[src/lmpw_pkg.sv]
`timescale 1ns / 1ps
// ----------------------------------------------------------------------------
// lmpw_pkg
// Shared types for the latency metrics and percentile window block.
// ----------------------------------------------------------------------------
package lmpw_pkg;

  // Item kinds on the input channel.
  localparam logic KIND_RECORD = 1'b0;
  localparam logic KIND_QUERY  = 1'b1;

  localparam int unsigned CntW = 48;
  localparam int unsigned LatW = 32;
  localparam int unsigned NumPct = 3;

  typedef struct packed {
    logic        kind;
    logic [31:0] lat_usec;
    logic        err_flag;
    logic        hit_flag;
    logic [31:0] rx_bytes;
    logic [31:0] tx_bytes;
  } in_t;

  typedef struct packed {
    logic [47:0] cmd_total;
    logic [47:0] err_total;
    logic [47:0] total_hits;
    logic [47:0] total_misses;
    logic [47:0] rx_total;
    logic [47:0] tx_total;
    logic [31:0] latency_max;
    logic [16:0] hit_ratio;
    logic [31:0] median_latency;
    logic [31:0] p99_latency;
    logic [31:0] p999_latency;
  } out_t;

  typedef enum logic [2:0] {
    ST_IDLE,
    ST_DIV,
    ST_SCAN,
    ST_DRAIN,
    ST_DECIDE,
    ST_DONE
  } state_e;

  // Commands from the controller to the datapath.
  typedef struct packed {
    logic record;
    logic load;
    logic div_step;
    logic scan_rd;
    logic decide;
    logic out_load;
  } cmd_t;

  // Status from the datapath to the controller.
  typedef struct packed {
    logic div_done;
    logic addr_last;
    logic bit_last;
    logic n_zero;
    logic out_busy;
  } status_t;

endpackage

[src/lmpw_ctrl.sv]
`timescale 1ns / 1ps
// ----------------------------------------------------------------------------
// lmpw_ctrl
// Controller: takes input beats and sequences a query through rank division,
// the radix selection passes and the result hand-off.
// ----------------------------------------------------------------------------
module lmpw_ctrl (
  input  logic              clk_i,
  input  logic              rst_ni,
  input  logic              in_valid_i,
  input  logic              in_kind_i,
  output logic              in_stall_o,
  input  lmpw_pkg::status_t status_i,
  output lmpw_pkg::cmd_t    cmd_o
);
  import lmpw_pkg::*;

  state_e state_q, state_d;
  logic   accept;

  // State register.
  always_ff @(posedge clk_i or negedge rst_ni) begin
    if (!rst_ni) begin
      state_q <= ST_IDLE;
    end else begin
      state_q <= state_d;
    end
  end

  assign in_stall_o = (state_q != ST_IDLE);
  assign accept     = in_valid_i && (state_q == ST_IDLE);

  // Next state and commands.
  always_comb begin
    state_d = state_q;
    cmd_o   = '0;
    unique case (state_q)
      ST_IDLE: begin
        if (accept) begin
          if (in_kind_i == KIND_QUERY) begin
            cmd_o.load = 1'b1;
            state_d    = ST_DIV;
          end else begin
            cmd_o.record = 1'b1;
          end
        end
      end
      ST_DIV: begin
        cmd_o.div_step = 1'b1;
        if (status_i.div_done) begin
          state_d = status_i.n_zero ? ST_DONE : ST_SCAN;
        end
      end
      ST_SCAN: begin
        cmd_o.scan_rd = 1'b1;
        if (status_i.addr_last) begin
          state_d = ST_DRAIN;
        end
      end
      ST_DRAIN: begin
        state_d = ST_DECIDE;
      end
      ST_DECIDE: begin
        cmd_o.decide = 1'b1;
        state_d = status_i.bit_last ? ST_DONE : ST_SCAN;
      end
      ST_DONE: begin
        if (!status_i.out_busy) begin
          cmd_o.out_load = 1'b1;
          state_d        = ST_IDLE;
        end
      end
      default: begin
        state_d = ST_IDLE;
      end
    endcase
  end

endmodule

[config.mk]
export PLATFORM = sky130hd
export DESIGN_NAME = lmpw_ctrl
export DESIGN_NICKNAME = d
export VERILOG_FILES = /design/src/lmpw_pkg.sv /design/src/lmpw_ctrl.sv
export SDC_FILE = /design/constraint.sdc
export NUM_CORES = 1
export LEC_CHECK = 0
export ABC_AREA = 1
export BUFFER_PORTS_ARGS = -buffer_cell sky130_fd_sc_hd__buf_4
export CAP_MARGIN = 30
export CORE_AREA = 2 2 39 41
export DETAILED_ROUTE_END_ITERATION = 10
export DIE_AREA = 0 0 41 43
export PLACE_DENSITY = 0.4
export SYNTH_ARGS = -nofsm -noshare
export SYNTH_HDL_FRONTEND = slang
export SYNTH_SLANG_ARGS = --single-unit
[constraint.sdc]
create_clock -name clk_i -period 2.1 [get_ports clk_i]
set_input_delay 0.105 -clock clk_i [delete_from_list [all_inputs] [get_ports clk_i]]
set_output_delay 0.105 -clock clk_i [all_outputs]
set_load 0.005 [all_outputs]
==> flow_summary_export.csv <==
group,metric,value,unit
outcome,status,"completed",
power_and_ir_drop,p_sw,230,uW
flow_run,drv_cap,0,
critical_path,cp.arrival,1.32,ns
timing,setup_violations,0,
drt,dr_total_vias,343,
floorplanning,coreArea,1380,um2
drt,route.antenna.remaining_nets,0,
clocking,holdBufCountCts,1,
synthesis,netlist_area,269,um2
clocking,clockBufferDepth,2,
drt,drc,0,
timing,hold_violations,0,
finish,regMostFlops,"state_q",
critical_path,critPathRequiredTime,2.00,ns
power_and_ir_drop,p_seq_frac,0.242,
critical_path,crit_type,"reg2out",
global_route,first_global_vias,308,
placed_design,hpwl,631,um
synthesis,seq_area_frac_synth,0.279,
floorplanning,die_area,1760,um2
clocking,cts_repair_resize_count,0,
global_route,track_usage,0.110,
power_and_ir_drop,combPwrFrac,0.554,
synthesis,ys_ff_latch,3,
drt,wl_per_cell,9.85,um
drt,viasPerCell,4.29,
clocking,cts_num_sinks,3,
synthesis,yosysWarnings,0,
drt,dr.pass1.iters,4,
power_and_ir_drop,swShare,0.450,
timing,period_share,0.678,
timing,rsz0062_at_grt,"no",
clocking,postCtsSetupBuffers,0,
finish,antennaDiodeCount,0,
global_route,grt_max_degree,10,
drt,initialDrtViolationCount,6,
timing,tns,0,ns
clocking,cts_buffers,3,
timing,fmax,703,MHz
critical_path,cp-start-kind,"flop",
timing,setup_ws,0.677,ns
timing,worst_slew_pin_slew,0.268,ns
power_and_ir_drop,ir_drop,0.255,mV
timing,slew_viol_final,0,
power_and_ir_drop,p_leak,0.000251,uW
clocking,worstSkewPairLatency,0.24,ns
synthesis,yosys.area.top_type_share,0.279,
synthesis,ys_types,16,
finish,drive_gt1_frac,0.328,
placed_design,place.gp.congestion,0.707,
critical_path,worst-path-max-fanout,9,
power_and_ir_drop,p_int,281,uW
worst_hold_path,hold_path_depth,4,
power_and_ir_drop,clockPowerShare,0.204,
floorplanning,ios,16,
synthesis,synthTopCellsByArea,"dfrtp_1 28%, nand2_1 20%, nand3_1 9.3%",
critical_path,setup.worst_path.end_class,"output pin",
critical_path,rr_worst_depth,6,
timing,max-slew-margin-rel,0.821,
timing,clock_skew,0.00521,ns
floorplanning,die_y,43,um
clocking,cts_tree,"done",
clocking,cts_root_buf,"clkbuf_4",
synthesis,syn-instance-count,45,
clocking,htreeDepth,1,
finish,syn2layout_area_growth,60.0,%
finish,largest_reg_flops,3,
placed_design,io_buffer_count,15,
global_route,grt_pass1_wl,1260,um
power_and_ir_drop,power_density,1190,nW/um2
floorplanning,die_x,41,um
finish,final_nets,74,
synthesis,syn_area_per_cell,5.98,um2
synthesis,synth_fp_nets,54,
global_route,grt-ovfl-total,0,
finish,top_regs,"state_q x3",
floorplanning,start_util,0.194,
drt,drt_wl_total,788,um
placed_design,pre_cts_ws,0.928,ns
global_route,antenna_found_initial,0,
worst_hold_path,hold_path.class,"in2reg",
synthesis,yosysTopAreaCell,"dfrtp_1",
floorplanning,rows,14,
clocking,clkTransAtPathRegs,0.04,ns
timing,fin_crit,1.42,ns
-- cells in the mapped netlist (all sizes together) --
| library cell | instances |
|---|---|
| nor4 | 1 |
| dfrtp | 3 |
| a21oi | 1 |
| nand4 | 1 |
| nor3b | 1 |
| inv | 7 |
| nor3 | 2 |
| o21ai | 2 |
| o21bai | 1 |
| nand3 | 5 |
| buf | 1 |
| nand2 | 14 |
| nor2 | 6 |
-- cells in the final DEF, fill, tap and decap left out --
cell type,n
o21ai_0,2
dlygate4sd3_1,1
nand2_1,14
dfrtp_1,3
nor4_1,1
nor3b_1,1
clkbuf_1,1
nand3_1,5
nor3_2,1
inv_2,1
buf_4,15
o21bai_1,1
nor3_1,1
clkbuf_4,3
inv_1,6
nor2_1,5
nand4_1,1
nor2_2,1
a21oi_1,1
-- cells by family after synthesis --
logic type,count (synthesis),synth area share
buffers and inverters,8,0.126
AO/OA/AOI/OAI,4,0.0837
flip-flops,3,0.279
AND/OR/NAND/NOR,30,0.512
-- path summary, 6_finish.rpt --
kind | from | slack [ns] | endpoint
worst max-delay path | state_q[1] | 0.68 | cmd_o[5]
worst max register to register | state_q[1] | 0.94 | state_q[2]
worst min register to register | state_q[0] | 0.68 | state_q[2]
worst min-delay path | status_i[3] | 0.15 | state_q[1]
min in group asynchronous | rst_ni | 0.19 | state_q[0]
max in group asynchronous | rst_ni | 1.81 | state_q[2]
-- power groups by stage --
stage	registers (uW)	clock network, uW	logic, uW
3_5_place_dp	124	0	283
5_1_grt	131	109	321
6_report	124	104	283
4_1_cts	123	104	286
3_3_place_gp	126	0	286
2_1_floorplan	104	0	194
-- layout make-up --
| class | instances | area [um2] |
|---|---|---|
| fill | 173 | 953 |
| multi-input combinational | 34 | 160 |
| timing repair buffer | 16 | 123 |
| sequential | 3 | 75.1 |
| clock buffer | 4 | 26.3 |
| inverter | 7 | 26.3 |
| tap | 16 | 20.0 |
-- metal layers --
metal | global-route usage | wire [um] | vias up
li1 | - | - | 181
met1 | 0.139 | 316 | 149
met2 | 0.150 | 406 | 10
met3 | 0.0157 | 47 | 3
met4 | 0.100 | 17 | 0
met5 | 0 | 0 | -
-- through the flow --
| step | area, um2 | hold slack [ns] | instances | utilization | total power (uW) |
|---|---|---|---|---|---|
| global route | 430 | 0.205 | 80 | 0.311 | 561 |
| finish | 430 | 0.153 | 80 | 0.311 | 511 |
| global placement | 394 | -0.104 | 75 | 0.285 | 411 |
| CTS | 430 | 0.161 | 80 | 0.311 | 513 |
| floorplan | 269 | -0.191 | 45 | - | 298 |
| detailed placement | 394 | -0.103 | 75 | 0.285 | 407 |
-- worst max-delay path, cell delays in order, from the launching register on --
cell and delay (ns):
dfrtp_1 0.46, nor2_1 0.19, nand2_1 0.11, nor3b_1 0.19
buf_4 0.14
No activity file was read; power rests on OpenSTA's default activity.
